--- src/rtl/psa_pkg.sv ---
// Shared constants, types and helpers for the pixel saturation adjust pipeline.
// Used by every module in rtl/; depends on nothing.
package psa_pkg;

  // Default widths of the top level parameters
  localparam int unsigned CHANNEL_BITS_DEF     = 8;
  localparam int unsigned AMOUNT_FRAC_BITS_DEF = 8;

  // Width of the saturation amount register (signed two's complement)
  localparam int unsigned AMOUNT_BITS = 10;

  // Channels per pixel; index 0 is blue, 1 green, 2 red
  localparam int unsigned NUM_CHAN = 3;

  // Per-pixel status carried from the front end into the coefficient stages
  typedef struct packed {
    logic gray;   // max equals min: pass the pixel through unchanged
    logic boost;  // amount above zero: divide by max(S, 1-p)
  } pix_flags_t;

  // Width of the divisor coefficient: holds delta, dsat, 1-p and 1+p
  function automatic int unsigned coef_bits(int unsigned chan_bits, int unsigned frac_bits);
    return (chan_bits > frac_bits + 1) ? chan_bits : frac_bits + 1;
  endfunction

endpackage

--- src/rtl/psa_front.sv ---
// Front end: channel max/min, amount clamp (stage 1), lightness terms (stage 2).
// Depends on psa_pkg.
module psa_front #(
  parameter int unsigned CHANNEL_BITS     = psa_pkg::CHANNEL_BITS_DEF,
  parameter int unsigned AMOUNT_FRAC_BITS = psa_pkg::AMOUNT_FRAC_BITS_DEF
) (
  input  logic                                               clk_i,
  input  logic                                               rst_ni,
  input  logic                                               in_valid_i,
  output logic                                               in_ready_o,
  input  logic [psa_pkg::NUM_CHAN-1:0][CHANNEL_BITS-1:0]     chan_i,
  input  logic [psa_pkg::AMOUNT_BITS-1:0]                    amount_i,
  output logic                                               out_valid_o,
  input  logic                                               out_ready_i,
  output logic [psa_pkg::NUM_CHAN-1:0][CHANNEL_BITS-1:0]     chan_o,
  output psa_pkg::pix_flags_t                                flags_o,
  output logic [CHANNEL_BITS:0]                              sum_o,
  output logic [CHANNEL_BITS-1:0]                            delta_o,
  output logic [CHANNEL_BITS-1:0]                            dsat_o,
  output logic [psa_pkg::NUM_CHAN-1:0][CHANNEL_BITS:0]       d2_o,
  output logic [AMOUNT_FRAC_BITS:0]                          k_o
);

  localparam int unsigned CB    = CHANNEL_BITS;
  localparam int unsigned F     = AMOUNT_FRAC_BITS;
  localparam int unsigned NC    = psa_pkg::NUM_CHAN;
  localparam int unsigned AW    = (psa_pkg::AMOUNT_BITS > F + 2) ? psa_pkg::AMOUNT_BITS : F + 2;
  localparam int          ONE_Q = 1 << F;

  localparam logic signed [AW-1:0]  AMT_HI = AW'(ONE_Q);
  localparam logic signed [AW-1:0]  AMT_LO = AW'(-ONE_Q);
  localparam logic signed [F+1:0]   ONE_QS = (F+2)'(ONE_Q);
  localparam logic [CB:0]           TWO_M  = {{CB{1'b1}}, 1'b0};

  // Handshake: a stage advances when it is empty or the next one advances
  logic v1_q, v2_q;
  logic en1, en2;

  assign en2         = !v2_q || out_ready_i;
  assign en1         = !v1_q || en2;
  assign in_ready_o  = en1;
  assign out_valid_o = v2_q;

  always_ff @(posedge clk_i or negedge rst_ni) begin
    if (!rst_ni) begin
      v1_q <= 1'b0;
      v2_q <= 1'b0;
    end else begin
      if (en1) v1_q <= in_valid_i;
      if (en2) v2_q <= v1_q;
    end
  end

  // Stage 1: maximum and minimum channel, clamp the amount to -1.0..+1.0
  logic [NC-1:0][CB-1:0] chan1_q;
  logic [CB-1:0]         mx1_d, mn1_d, mx1_q, mn1_q;
  logic signed [AW-1:0]  amt_ext;
  logic signed [F+1:0]   a1_d, a1_q;

  always_comb begin
    mx1_d = chan_i[0];
    mn1_d = chan_i[0];
    for (int i = 1; i < NC; i++) begin
      if (chan_i[i] > mx1_d) mx1_d = chan_i[i];
      if (chan_i[i] < mn1_d) mn1_d = chan_i[i];
    end
  end

  always_comb begin
    amt_ext = AW'($signed(amount_i));
    if (amt_ext > AMT_HI) begin
      a1_d = ONE_QS;
    end else if (amt_ext < AMT_LO) begin
      a1_d = -ONE_QS;
    end else begin
      a1_d = (F+2)'(amt_ext);
    end
  end

  always_ff @(posedge clk_i) begin
    if (en1) begin
      chan1_q <= chan_i;
      mx1_q   <= mx1_d;
      mn1_q   <= mn1_d;
      a1_q    <= a1_d;
    end
  end

  // Stage 2: sum, delta, saturation denominator, per-channel offsets, gain term
  logic [CB:0]           sum2_d, rest2;
  logic [CB-1:0]         delta2_d, dsat2_d;
  logic [NC-1:0][CB:0]   d2_2_d;
  logic [CB+1:0]         d2_wide;
  logic signed [F+1:0]   k_full;
  logic [F:0]            k2_d;
  psa_pkg::pix_flags_t   flags2_d;

  always_comb begin
    sum2_d   = {1'b0, mx1_q} + {1'b0, mn1_q};
    delta2_d = mx1_q - mn1_q;
    rest2    = TWO_M - sum2_d;
    dsat2_d  = (sum2_d < rest2) ? sum2_d[CB-1:0] : rest2[CB-1:0];
    d2_wide  = '0;
    for (int i = 0; i < NC; i++) begin
      d2_wide   = {1'b0, chan1_q[i], 1'b0} - {1'b0, sum2_d};
      d2_2_d[i] = d2_wide[CB:0];
    end
    flags2_d.gray  = (mx1_q == mn1_q);
    flags2_d.boost = !a1_q[F+1] && (a1_q != '0);
    // 1-p when boosting, 1+p otherwise
    k_full = flags2_d.boost ? (ONE_QS - a1_q) : (ONE_QS + a1_q);
    k2_d   = k_full[F:0];
  end

  always_ff @(posedge clk_i) begin
    if (en2) begin
      chan_o  <= chan1_q;
      flags_o <= flags2_d;
      sum_o   <= sum2_d;
      delta_o <= delta2_d;
      dsat_o  <= dsat2_d;
      d2_o    <= d2_2_d;
      k_o     <= k2_d;
    end
  end

endmodule

--- src/rtl/psa_coef.sv ---
// Coefficient stages 3..6: pick divisor, form per-channel numerator and divisor.
// Depends on psa_pkg.
module psa_coef #(
  parameter int unsigned CHANNEL_BITS     = psa_pkg::CHANNEL_BITS_DEF,
  parameter int unsigned AMOUNT_FRAC_BITS = psa_pkg::AMOUNT_FRAC_BITS_DEF
) (
  input  logic                                             clk_i,
  input  logic                                             rst_ni,
  input  logic                                             in_valid_i,
  output logic                                             in_ready_o,
  input  logic [psa_pkg::NUM_CHAN-1:0][CHANNEL_BITS-1:0]   chan_i,
  input  psa_pkg::pix_flags_t                              flags_i,
  input  logic [CHANNEL_BITS:0]                            sum_i,
  input  logic [CHANNEL_BITS-1:0]                          delta_i,
  input  logic [CHANNEL_BITS-1:0]                          dsat_i,
  input  logic [psa_pkg::NUM_CHAN-1:0][CHANNEL_BITS:0]     d2_i,
  input  logic [AMOUNT_FRAC_BITS:0]                        k_i,
  output logic                                             out_valid_o,
  input  logic                                             out_ready_i,
  output logic [psa_pkg::NUM_CHAN-1:0][CHANNEL_BITS-1:0]   chan_o,
  output logic                                             gray_o,
  output logic [psa_pkg::NUM_CHAN-1:0]
               [psa_pkg::coef_bits(CHANNEL_BITS, AMOUNT_FRAC_BITS)+CHANNEL_BITS+2:0] num_o,
  output logic [psa_pkg::coef_bits(CHANNEL_BITS, AMOUNT_FRAC_BITS):0]               den_o
);

  localparam int unsigned CB    = CHANNEL_BITS;
  localparam int unsigned F     = AMOUNT_FRAC_BITS;
  localparam int unsigned NC    = psa_pkg::NUM_CHAN;
  localparam int unsigned CW    = psa_pkg::coef_bits(CB, F);
  localparam int unsigned QW    = F + CB + 1;
  localparam int unsigned SCW   = CW + CB + 1;
  localparam int unsigned DBW   = CW + CB + 2;
  localparam int unsigned NW    = CW + CB + 3;
  localparam int          ONE_Q = 1 << F;

  // Handshake chain over four stages
  logic v3_q, v4_q, v5_q, v6_q;
  logic en3, en4, en5, en6;

  assign en6         = !v6_q || out_ready_i;
  assign en5         = !v5_q || en6;
  assign en4         = !v4_q || en5;
  assign en3         = !v3_q || en4;
  assign in_ready_o  = en3;
  assign out_valid_o = v6_q;

  always_ff @(posedge clk_i or negedge rst_ni) begin
    if (!rst_ni) begin
      v3_q <= 1'b0;
      v4_q <= 1'b0;
      v5_q <= 1'b0;
      v6_q <= 1'b0;
    end else begin
      if (en3) v3_q <= in_valid_i;
      if (en4) v4_q <= v3_q;
      if (en5) v5_q <= v4_q;
      if (en6) v6_q <= v5_q;
    end
  end

  // Stage 3: (1-p) * dsat for the divisor choice
  logic [NC-1:0][CB-1:0] chan3_q;
  psa_pkg::pix_flags_t   flags3_q;
  logic [CB:0]           sum3_q;
  logic [CB-1:0]         delta3_q, dsat3_q;
  logic [NC-1:0][CB:0]   d2_3_q;
  logic [F:0]            k3_q;
  logic [QW-1:0]         qd3_d, qd3_q;

  assign qd3_d = QW'(k_i) * QW'(dsat_i);

  always_ff @(posedge clk_i) begin
    if (en3) begin
      chan3_q  <= chan_i;
      flags3_q <= flags_i;
      sum3_q   <= sum_i;
      delta3_q <= delta_i;
      dsat3_q  <= dsat_i;
      d2_3_q   <= d2_i;
      k3_q     <= k_i;
      qd3_q    <= qd3_d;
    end
  end

  // Stage 4: choose divisor C and channel weight B
  logic                  use_s;
  logic [CW-1:0]         c4_d, b4_d, c4_q, b4_q;
  logic [CB:0]           sum1_4_d, sum1_4_q;
  logic [NC-1:0][CB-1:0] chan4_q;
  logic                  gray4_q;
  logic [NC-1:0][CB:0]   d2_4_q;

  always_comb begin
    use_s = {1'b0, delta3_q, {F{1'b0}}} >= qd3_q;
    if (!flags3_q.boost) begin
      c4_d = CW'(ONE_Q);
      b4_d = CW'(k3_q);
    end else if (use_s) begin
      c4_d = CW'(delta3_q);
      b4_d = CW'(dsat3_q);
    end else begin
      c4_d = CW'(k3_q);
      b4_d = CW'(ONE_Q);
    end
    // Rounding adds C once: C * (sum + 1)
    sum1_4_d = sum3_q + (CB+1)'(1);
  end

  always_ff @(posedge clk_i) begin
    if (en4) begin
      chan4_q  <= chan3_q;
      gray4_q  <= flags3_q.gray;
      d2_4_q   <= d2_3_q;
      c4_q     <= c4_d;
      b4_q     <= b4_d;
      sum1_4_q <= sum1_4_d;
    end
  end

  // Stage 5: products
  logic [SCW-1:0]        sc5_d, sc5_q;
  logic signed [DBW-1:0] db5_d [NC];
  logic signed [DBW-1:0] db5_q [NC];
  logic [CW-1:0]         c5_q;
  logic [NC-1:0][CB-1:0] chan5_q;
  logic                  gray5_q;

  always_comb begin
    sc5_d = SCW'(c4_q) * SCW'(sum1_4_q);
    for (int i = 0; i < NC; i++) begin
      db5_d[i] = DBW'($signed(d2_4_q[i])) * DBW'($signed({1'b0, b4_q}));
    end
  end

  always_ff @(posedge clk_i) begin
    if (en5) begin
      sc5_q   <= sc5_d;
      db5_q   <= db5_d;
      c5_q    <= c4_q;
      chan5_q <= chan4_q;
      gray5_q <= gray4_q;
    end
  end

  // Stage 6: numerator sum and doubled divisor
  logic [NC-1:0][NW-1:0] num6_d;

  always_comb begin
    for (int i = 0; i < NC; i++) begin
      num6_d[i] = NW'($signed(NW'(sc5_q)) + NW'(db5_q[i]));
    end
  end

  always_ff @(posedge clk_i) begin
    if (en6) begin
      num_o  <= num6_d;
      den_o  <= {c5_q, 1'b0};
      chan_o <= chan5_q;
      gray_o <= gray5_q;
    end
  end

endmodule

--- src/rtl/psa_div.sv ---
// Pipelined restoring divider, one quotient bit per stage, three channel lanes,
// with range check up front and final clamp/pass-through select. Uses psa_pkg.
module psa_div #(
  parameter int unsigned CHANNEL_BITS     = psa_pkg::CHANNEL_BITS_DEF,
  parameter int unsigned AMOUNT_FRAC_BITS = psa_pkg::AMOUNT_FRAC_BITS_DEF
) (
  input  logic                                             clk_i,
  input  logic                                             rst_ni,
  input  logic                                             in_valid_i,
  output logic                                             in_ready_o,
  input  logic [psa_pkg::NUM_CHAN-1:0][CHANNEL_BITS-1:0]   chan_i,
  input  logic                                             gray_i,
  input  logic [psa_pkg::NUM_CHAN-1:0]
               [psa_pkg::coef_bits(CHANNEL_BITS, AMOUNT_FRAC_BITS)+CHANNEL_BITS+2:0] num_i,
  input  logic [psa_pkg::coef_bits(CHANNEL_BITS, AMOUNT_FRAC_BITS):0]               den_i,
  output logic                                             out_valid_o,
  input  logic                                             out_ready_i,
  output logic [psa_pkg::NUM_CHAN-1:0][CHANNEL_BITS-1:0]   res_o
);

  localparam int unsigned CB = CHANNEL_BITS;
  localparam int unsigned NC = psa_pkg::NUM_CHAN;
  localparam int unsigned CW = psa_pkg::coef_bits(CB, AMOUNT_FRAC_BITS);
  localparam int unsigned NW = CW + CB + 3;
  localparam int unsigned DW = CW + 1;
  localparam int unsigned RW = CW + CB + 1;
  localparam int unsigned NS = CB + 1;

  // Handshake chain: stage 0 checks range, stages 1..CB each resolve one bit
  logic [NS-1:0] v_q;
  logic [NS:0]   en;

  assign en[NS]      = out_ready_i;
  assign in_ready_o  = en[0];
  assign out_valid_o = v_q[NS-1];

  for (genvar s = 0; s < NS; s++) begin : g_hs
    assign en[s] = !v_q[s] || en[s+1];
  end

  always_ff @(posedge clk_i or negedge rst_ni) begin
    if (!rst_ni) begin
      v_q <= '0;
    end else begin
      if (en[0]) v_q[0] <= in_valid_i;
      for (int s = 1; s < NS; s++) begin
        if (en[s]) v_q[s] <= v_q[s-1];
      end
    end
  end

  // Per-stage payload for stages 0..CB-1
  logic [NC-1:0][CB-1:0] chan_q [CB];
  logic                  gray_q [CB];
  logic [NC-1:0][RW-1:0] rem_q  [CB];
  logic [NC-1:0][CB-1:0] quo_q  [CB];
  logic [NC-1:0]         neg_q  [CB];
  logic [NC-1:0]         ovf_q  [CB];
  logic [DW-1:0]         den_q  [CB];

  // Stage 0: flag negative and too-large quotients, seed the remainder
  logic [NC-1:0]         neg0_d, ovf0_d;
  logic [NC-1:0][RW-1:0] rem0_d;
  logic [RW-1:0]         lim0;

  always_comb begin
    lim0 = {den_i, {CB{1'b0}}};
    for (int l = 0; l < NC; l++) begin
      neg0_d[l] = num_i[l][NW-1];
      ovf0_d[l] = !neg0_d[l] && (num_i[l][NW-2:0] >= {1'b0, lim0});
      rem0_d[l] = num_i[l][RW-1:0];
    end
  end

  always_ff @(posedge clk_i) begin
    if (en[0]) begin
      chan_q[0] <= chan_i;
      gray_q[0] <= gray_i;
      rem_q[0]  <= rem0_d;
      quo_q[0]  <= '0;
      neg_q[0]  <= neg0_d;
      ovf_q[0]  <= ovf0_d;
      den_q[0]  <= den_i;
    end
  end

  // Stages 1..CB: trial subtract of the divisor shifted to the current bit
  for (genvar s = 1; s < NS; s++) begin : g_bit
    localparam int unsigned J = CB - s;

    logic [NC-1:0][CB-1:0] quo_d;
    logic [RW-1:0]         lim;
    logic [NC-1:0]         take;

    always_comb begin
      lim = RW'(den_q[s-1]) << J;
      for (int l = 0; l < NC; l++) begin
        take[l]  = rem_q[s-1][l] >= lim;
        quo_d[l] = quo_q[s-1][l] | (CB'(take[l]) << J);
      end
    end

    if (s < NS - 1) begin : g_mid
      logic [NC-1:0][RW-1:0] rem_d;

      // Reduce the remainder where the bit was taken
      always_comb begin
        for (int l = 0; l < NC; l++) begin
          rem_d[l] = take[l] ? (rem_q[s-1][l] - lim) : rem_q[s-1][l];
        end
      end

      // Advance partial quotient and remainder
      always_ff @(posedge clk_i) begin
        if (en[s]) begin
          chan_q[s] <= chan_q[s-1];
          gray_q[s] <= gray_q[s-1];
          rem_q[s]  <= rem_d;
          quo_q[s]  <= quo_d;
          neg_q[s]  <= neg_q[s-1];
          ovf_q[s]  <= ovf_q[s-1];
          den_q[s]  <= den_q[s-1];
        end
      end
    end else begin : g_last
      // Last bit: pick pass-through, zero, full scale or quotient
      logic [NC-1:0][CB-1:0] res_d;

      always_comb begin
        for (int l = 0; l < NC; l++) begin
          if (gray_q[s-1]) begin
            res_d[l] = chan_q[s-1][l];
          end else if (neg_q[s-1][l]) begin
            res_d[l] = '0;
          end else if (ovf_q[s-1][l]) begin
            res_d[l] = '1;
          end else begin
            res_d[l] = quo_d[l];
          end
        end
      end

      always_ff @(posedge clk_i) begin
        if (en[s]) begin
          res_o <= res_d;
        end
      end
    end
  end

endmodule

--- src/rtl/pixel_saturation_adjust_unit.sv ---
// HSL saturation adjust, one BGR pixel per transaction.
// Pipeline: front end, coefficient stages, divider (one quotient bit per stage).
// Throughput: one pixel per cycle while out_ready_i is high.
// Reset: all stage valid bits clear and the saturation amount returns to 0.
// Depends on psa_pkg, psa_front, psa_coef and psa_div.
module pixel_saturation_adjust_unit #(
  parameter int unsigned CHANNEL_BITS     = psa_pkg::CHANNEL_BITS_DEF,
  parameter int unsigned AMOUNT_FRAC_BITS = psa_pkg::AMOUNT_FRAC_BITS_DEF
) (
  input  logic                               clk_i,
  input  logic                               rst_ni,
  input  logic                               cfg_we_i,
  input  logic [psa_pkg::AMOUNT_BITS-1:0]    saturation_amount_i,
  input  logic                               in_valid_i,
  output logic                               in_ready_o,
  input  logic [CHANNEL_BITS-1:0]            in_blue_i,
  input  logic [CHANNEL_BITS-1:0]            in_green_i,
  input  logic [CHANNEL_BITS-1:0]            in_red_i,
  output logic                               out_valid_o,
  input  logic                               out_ready_i,
  output logic [CHANNEL_BITS-1:0]            out_blue_o,
  output logic [CHANNEL_BITS-1:0]            out_green_o,
  output logic [CHANNEL_BITS-1:0]            out_red_o
);

  localparam int unsigned CB = CHANNEL_BITS;
  localparam int unsigned F  = AMOUNT_FRAC_BITS;
  localparam int unsigned NC = psa_pkg::NUM_CHAN;
  localparam int unsigned CW = psa_pkg::coef_bits(CB, F);
  localparam int unsigned NW = CW + CB + 3;

  // Saturation amount register
  logic [psa_pkg::AMOUNT_BITS-1:0] amount_q;

  always_ff @(posedge clk_i or negedge rst_ni) begin
    if (!rst_ni) begin
      amount_q <= '0;
    end else if (cfg_we_i) begin
      amount_q <= saturation_amount_i;
    end
  end

  // Front end
  logic [NC-1:0][CB-1:0] chan_in;
  logic                  fr_valid, fr_ready;
  logic [NC-1:0][CB-1:0] fr_chan;
  psa_pkg::pix_flags_t   fr_flags;
  logic [CB:0]           fr_sum;
  logic [CB-1:0]         fr_delta, fr_dsat;
  logic [NC-1:0][CB:0]   fr_d2;
  logic [F:0]            fr_k;

  assign chan_in = {in_red_i, in_green_i, in_blue_i};

  psa_front #(
    .CHANNEL_BITS     (CB),
    .AMOUNT_FRAC_BITS (F)
  ) u_front (
    .clk_i       (clk_i),
    .rst_ni      (rst_ni),
    .in_valid_i  (in_valid_i),
    .in_ready_o  (in_ready_o),
    .chan_i      (chan_in),
    .amount_i    (amount_q),
    .out_valid_o (fr_valid),
    .out_ready_i (fr_ready),
    .chan_o      (fr_chan),
    .flags_o     (fr_flags),
    .sum_o       (fr_sum),
    .delta_o     (fr_delta),
    .dsat_o      (fr_dsat),
    .d2_o        (fr_d2),
    .k_o         (fr_k)
  );

  // Coefficient stages
  logic                  co_valid, co_ready;
  logic [NC-1:0][CB-1:0] co_chan;
  logic                  co_gray;
  logic [NC-1:0][NW-1:0] co_num;
  logic [CW:0]           co_den;

  psa_coef #(
    .CHANNEL_BITS     (CB),
    .AMOUNT_FRAC_BITS (F)
  ) u_coef (
    .clk_i       (clk_i),
    .rst_ni      (rst_ni),
    .in_valid_i  (fr_valid),
    .in_ready_o  (fr_ready),
    .chan_i      (fr_chan),
    .flags_i     (fr_flags),
    .sum_i       (fr_sum),
    .delta_i     (fr_delta),
    .dsat_i      (fr_dsat),
    .d2_i        (fr_d2),
    .k_i         (fr_k),
    .out_valid_o (co_valid),
    .out_ready_i (co_ready),
    .chan_o      (co_chan),
    .gray_o      (co_gray),
    .num_o       (co_num),
    .den_o       (co_den)
  );

  // Divider and output select
  logic [NC-1:0][CB-1:0] res;

  psa_div #(
    .CHANNEL_BITS     (CB),
    .AMOUNT_FRAC_BITS (F)
  ) u_div (
    .clk_i       (clk_i),
    .rst_ni      (rst_ni),
    .in_valid_i  (co_valid),
    .in_ready_o  (co_ready),
    .chan_i      (co_chan),
    .gray_i      (co_gray),
    .num_i       (co_num),
    .den_i       (co_den),
    .out_valid_o (out_valid_o),
    .out_ready_i (out_ready_i),
    .res_o       (res)
  );

  assign out_blue_o  = res[0];
  assign out_green_o = res[1];
  assign out_red_o   = res[2];

endmodule
--- config.mk ---
export PLATFORM = sky130hd
export DESIGN_NAME = pixel_saturation_adjust_unit
export DESIGN_NICKNAME = d
export VERILOG_FILES = /design/src/rtl/psa_pkg.sv /design/src/rtl/psa_front.sv /design/src/rtl/psa_coef.sv /design/src/rtl/psa_div.sv /design/src/rtl/pixel_saturation_adjust_unit.sv
export SDC_FILE = /design/constraint.sdc
export NUM_CORES = 2
export LEC_CHECK = 0
export BUFFER_PORTS_ARGS = -buffer_cell sky130_fd_sc_hd__buf_2
export CAP_MARGIN = 10
export CORE_MARGIN = 1
export CORE_UTILIZATION = 40
export DETAILED_ROUTE_END_ITERATION = 10
export GPL_ROUTABILITY_DRIVEN = 0
export PLACE_DENSITY = 0.54
export SKIP_CTS_REPAIR_TIMING = 1
export SLEW_MARGIN = 20
export SYNTH_ARGS = -nofsm -noshare
export SYNTH_HDL_FRONTEND = slang
export SYNTH_SLANG_ARGS = --single-unit
--- constraint.sdc ---
create_clock -name clk_i -period 13.9 [get_ports clk_i]
set_input_delay 3.475 -clock clk_i [delete_from_list [all_inputs] [get_ports clk_i]]
set_output_delay 3.475 -clock clk_i [all_outputs]
set_load 0.005 [all_outputs]
* After elaboration in Yosys (flattened, before gate mapping) *
Memory sizes are Yosys's and may differ from the RTL's.
Index checks and enable logic that the tools add are counted.

word-level totals
  latch bits = 0
  output and inout bits = 26
  memory bits (read-only) = 0
  memories kept = 7
  word-level logic and storage cells = 279
  flip-flop bits (word level) = 572
  RAM bits = 952
  input port bits = 39

memories
  memory        depth  width  rd ports  clocked after memory_dff  write ports  line           text
  u_div.rem_q   8      54     8         0                         8            psa_div.sv:55  logic [NC-1:0][RW-1:0] rem_q [CB];
  u_div.chan_q  8      24     8         0                         8            psa_div.sv:53  logic [NC-1:0][CB-1:0] chan_q [CB];
  u_div.quo_q   8      24     8         0                         8            psa_div.sv:56  logic [NC-1:0][CB-1:0] quo_q [CB];
  u_div.den_q   8      10     8         0                         8            psa_div.sv:59  logic [DW-1:0] den_q [CB];
  u_div.neg_q   8      3      8         0                         8            psa_div.sv:57  logic [NC-1:0] neg_q [CB];
  u_div.ovf_q   8      3      8         0                         8            psa_div.sv:58  logic [NC-1:0] ovf_q [CB];
  +1 memories   --     --     --        --                        --           --

cells by class
  muxes and demuxes = 56
  shifts and indexed selects = 0
  magnitude comparators = 35
  add/sub/neg operators = 33
  $mul = 5
  reduce and logical (&&, ||, !) cells = 40
  equality and inequality tests = 1
  divide/modulo/power cells = 0
  bitwise gates (word level) = 24

operators with widths
  cell                                              number
  18-bit two-way mux                                21
  8-bit two-way mux                                 14
  19-bit by 19-bit adder with 20-bit output         3
  19-bit by 18-bit >= comparator with 1-bit output  3
  9-bit by 10-bit multiplier with 19-bit output     3
  18-bit by 10-bit >= comparator with 1-bit output  3
  18-bit by 11-bit >= comparator with 1-bit output  3
  18-bit by 12-bit >= comparator with 1-bit output  3
  18-bit by 13-bit >= comparator with 1-bit output  3
  18-bit by 14-bit >= comparator with 1-bit output  3
  18-bit by 15-bit >= comparator with 1-bit output  3
  18-bit by 16-bit >= comparator with 1-bit output  3
  18-bit by 17-bit >= comparator with 1-bit output  3
  18-bit by 11-bit subtractor with 18-bit output    3
  18-bit by 12-bit subtractor with 18-bit output    3
  18-bit by 13-bit subtractor with 18-bit output    3
  18-bit by 14-bit subtractor with 18-bit output    3
  18-bit by 15-bit subtractor with 18-bit output    3
  18-bit by 16-bit subtractor with 18-bit output    3
  18-bit by 17-bit subtractor with 18-bit output    3
  9-bit two-way mux                                 4
  9-bit subtractor                                  3
  8-bit by 1-bit bitwise OR with 8-bit output       3
  8-bit by 2-bit bitwise OR with 8-bit output       3
  other kinds (27)                                  92

* Logic depth before layout (Yosys ltp) *
  depth after elaboration = 16
  depth in mapped cells = 19
  depth with buffers taken out = 18

* Cells and area by module *
Synthesis repeated with hierarchy kept, for this count alone.

unflattened totals
  cell total of the unflattened synthesis = 6111
  area total of the unflattened synthesis = 77574.4 um^2

modules (own cells, without submodules)
  module                        sequential area each (um^2)  instances  cells each  area an instance (um^2)
  psa_div                       26290.2                      1          3188        41847.6
  psa_coef                      11691.2                      1          2370        28119.5
  psa_front                     4013.8                       1          532         7195.7
  pixel_saturation_adjust_unit  250.2                        1          21          411.6

* Worst setup path before layout *
No wires, ideal clock.

  kind = input -> output
  start = input out_ready_i
  end = output in_ready_o
  data arrival time = 10.631 ns
  path buffers = 0
  data required time = 10.425 ns
  cell stages on the path = 6
  slack = -0.206 ns
  cell sequence = nor2b_1 -> nand2_1 -> nor2_1 -> nand2_1 -> nor3_1 -> nand4_1

on the way
  cells in the longest elaborated chain, start to end = 15

ends and longest elaborated chain
  element                         line                                text
  from (decl)                     pixel_saturation_adjust_unit.sv:20  input logic out_ready_i,
  1-bit logical OR (2 in series)  psa_div.sv:38                       assign en[s] = !v_q[s] || en[s+1];
  via u_div.en[7]                 psa_div.sv:31                       logic [NS:0] en;
  1-bit logical OR (4 in series)  psa_div.sv:38
  via u_div.en[3]                 psa_div.sv:31
  1-bit logical OR (3 in series)  psa_div.sv:38
  1-bit logical OR                psa_coef.sv:41                      assign en6 = !v6_q || out_ready_i;
  1-bit logical OR                psa_coef.sv:42                      assign en5 = !v5_q || en6;
  1-bit logical OR                psa_coef.sv:43                      assign en4 = !v4_q || en5;
  1-bit logical OR                psa_coef.sv:44                      assign en3 = !v3_q || en4;
  1-bit logical OR                psa_front.sv:39                     assign en2 = !v2_q || out_ready_i;
  1-bit logical OR                psa_front.sv:40                     assign en1 = !v1_q || en2;
  to (decl)                       pixel_saturation_adjust_unit.sv:15  output logic in_ready_o,

The timed path passes the listed nets, and every way through them passes these cells.

* Final worst setup path *
Same ends and word-level chain as after synthesis.

==> impl_metrics.tcl <==
set metrics [dict create \
    place_hpwl_mm 127 \
    synth_edf_count 1351 \
    seq_area_frac_synth_pct 55.0 \
    crit_type "in -> out" \
    cp_slowest_stage_delay_ns 0.53 \
    status "finished, final reports clean" \
    cts.sinks 1376 \
    wl_per_cell_um 19.5 \
    crit_arrival_ns 6.83 \
    required_ns 10.43 \
    syn_area_um2 74900 \
    setup_tns_ns 0 \
    viasPerCell 5.15 \
    setup-violations-final 0 \
    synth-xor-area-share_pct 3.76 \
    crit_slowest_cell "nor2_1" \
    mostFrequentLayoutCell "edfxtp_1" \
    placed_area_um2 78300 \
    drv_slew 0 \
    finalWirelength_mm 167 \
    first_global_vias 45200 \
    yosys_warnings 0 \
    fin_skew_ns 0.0439 \
    route.detailed.drc 0 \
    ys_types 102 \
    syn_nets 6721 \
    grt_max_degree 84 \
    synthMuxAreaShare_pct 1.68 \
    worstHoldPathType "reg -> reg" \
    synth_top_flop_cell "edfxtp_1" \
    first_pass_iters 6 \
    worstPathCellList "buf_2 -> nor2b_1 -> nand2_4 -> nor2_1 -> nand2_4 -> nor3_1 -> buf_4 -> nand4_1 -> buf_4 -> buf_2" \
    core_um2 186000 \
    port_buffers 64 \
    ios 65 \
    path_clk_slew_ns 0.06 \
    numCtsBuffers 146 \
    grt_pass1_wl_mm 259 \
    grt-ovfl-total 0 \
    num-fill-cells 16900 \
    slew_headroom_pct 25.7 \
    tightest_slew_ns 1.11 \
    htreeDepth 4 \
    placementRows 158 \
    crit_family "simple AND/OR/NAND/NOR gates" \
    netlist_instances 5802 \
    die_area_um2 189000 \
    cts_tree "yes" \
    root_buffer "clkbuf_16" \
    first_iter_violations 2312 \
    post-route-period-util_pct 74.1 \
    synth_area_leader_cell "edfxtp_1" \
    die_w_um 435 \
    area_delta_synth_final_pct 11.0 \
    cts_buffer_depth 3 \
    crit_path_max_fanout 52 \
    initial_core_util_pct 40.3 \
    multi_input_area_um2 31300 \
    synthTopCellsByArea "edfxtp_1 54%, ha_1 10%, fa_1 7.2%" \
    crit_buf_inv 4 \
    fin_area_um2 83100 \
    cp-end-kind "primary output" \
    rsz0062_at_grt "no" \
    synth-simple-area-share_pct 10.4 \
    detail-route-antenna-nets 0 \
    synthAdderAreaFrac_pct 17.4 \
    regArea_um2 41200 \
    num_vias 44000 \
    synth_compound_area_share_pct 8.32 \
    fin_nets 6877 \
    track_usage_pct 17.6 \
    startpoint_type "primary input" \
    synth_top_family_by_area "adder cells" \
    layout_common_cells "1351 x edfxtp_1, 609 x ha_1, 564 x inv_1" \
    synthArstFlopShare_pct 1.82 \
    postSynthAreaPerCell_um2 12.9 \
    max_freq_mhz 97.1 \
    fin_crit_ns 10.30 \
    finalHoldViolCount 0 \
    synth-seq-cells 1376 \
    die-height_um 435 \
    final_layout_size_suffix_gt1_share_pct 7.68 \
    synth_top_area_share_pct 54.1 \
    clock_latency_ns 0.78 \
    antenna_found_initial 4 \
    drv_cap 0 \
]
[metal layers]
metal / GRT usage, % / part of all wire (%) / vias up
met1: 21.6 / 42 / 21800
met2: 32.0 / 52 / 673
met4: 5.58 / 2.9 / 4
met3: 2.36 / 3.0 / 269
met5: 0 / 0.013 / -
li1: - / - / 21300
[Yosys cell counts (25+ instances only)]
library cell	instances
nand4_1	38
nor2_1	292
and2_1	249
a21boi_0	32
nor2b_1	117
o31ai_1	63
xnor2_1	215
nor3_1	111
a211oi_1	26
edfxtp_1	1351
clkbuf_1	54
nand2_1	339
o21ai_0	184
nand3_1	56
a21oi_1	310
mux2_2	74
xor2_1	103
nand2b_1	67
nor4_1	37
or3_1	42
mux2i_1	38
a21o_1	75
inv_1	568
fa_1	271
ha_1	609
o21a_1	79
dfrtp_1	25
[cell families (layout without fill, tap and decap cells)]
group | after synthesis | after routing
AO/OA/AOI/OAI | 962 | 962
XOR/XNOR | 320 | 320
adder cells (fa/ha/maj) | 880 | 880
buffers and inverters | 658 | 923
flip-flops | 1376 | 1376
multiplexers | 116 | 116
other | 0 | 3
AND/OR/NAND/NOR | 1490 | 1490
[layout make-up]
type / instances / area share [%]
diodes: 3 / 0.00903
clock buffers: 178 / 4.66
clock inverters: 79 / 1.20
inverters: 571 / 2.58
multi-input cells: 3768 / 37.6
flip-flops and latches: 1376 / 49.5
well taps: 2480 / 3.73
repair buffers: 95 / 0.670
[per-stage QoR]
step | worst slack (ns) | util [%] | hold WS, ns | std cells
5_1_grt | 3.25 | 44.7 | 0.408 | 8547
6_report | 3.60 | 44.7 | 0.400 | 8550
4_1_cts | 3.54 | 44.7 | 0.400 | 8547
3_5_place_dp | 3.55 | 42.1 | 0.405 | 8290
2_1_floorplan | 0.870 | - | 0.400 | 5802
3_3_place_gp | 3.56 | 42.1 | 0.401 | 8290
[final timing paths]
| kind | start | slack [ns] | end | cells past startpoint |
|---|---|---|---|---|
| worst max-delay path | out_ready_i | 3.60 | in_ready_o | 10 |
| worst min-delay path | u_front.chan_o[9] | 0.40 | u_coef.chan3_q[9] | 0 |
| worst max register to register | u_coef.b4_q[6] | 8.00 | u_coef.db5_q[37] | 17 |
| worst min register to register | u_front.chan_o[9] | 0.40 | u_coef.chan3_q[9] | 0 |
| max in group asynchronous | rst_ni | 10.58 | u_div.v_q[0] | 1 |
| min in group asynchronous | rst_ni | 2.78 | amount_q[7] | 1 |
[state kept, by name, summed over array words and instances, names as in the netlist, 25 cells and up]
name	count
u_div.rem_q	416
u_div.chan_q	192
u_coef.d2_4_q	25
u_coef.db5_q	55
u_front.d2_o	25
u_coef.d2_3_q	25
u_div.den_q	72
u_coef.num_o	58
u_div.quo_q	84
Power is left out: the tool's default activity adds up to more than one toggle a clock period on the data nets, which glitch-free logic cannot reach.
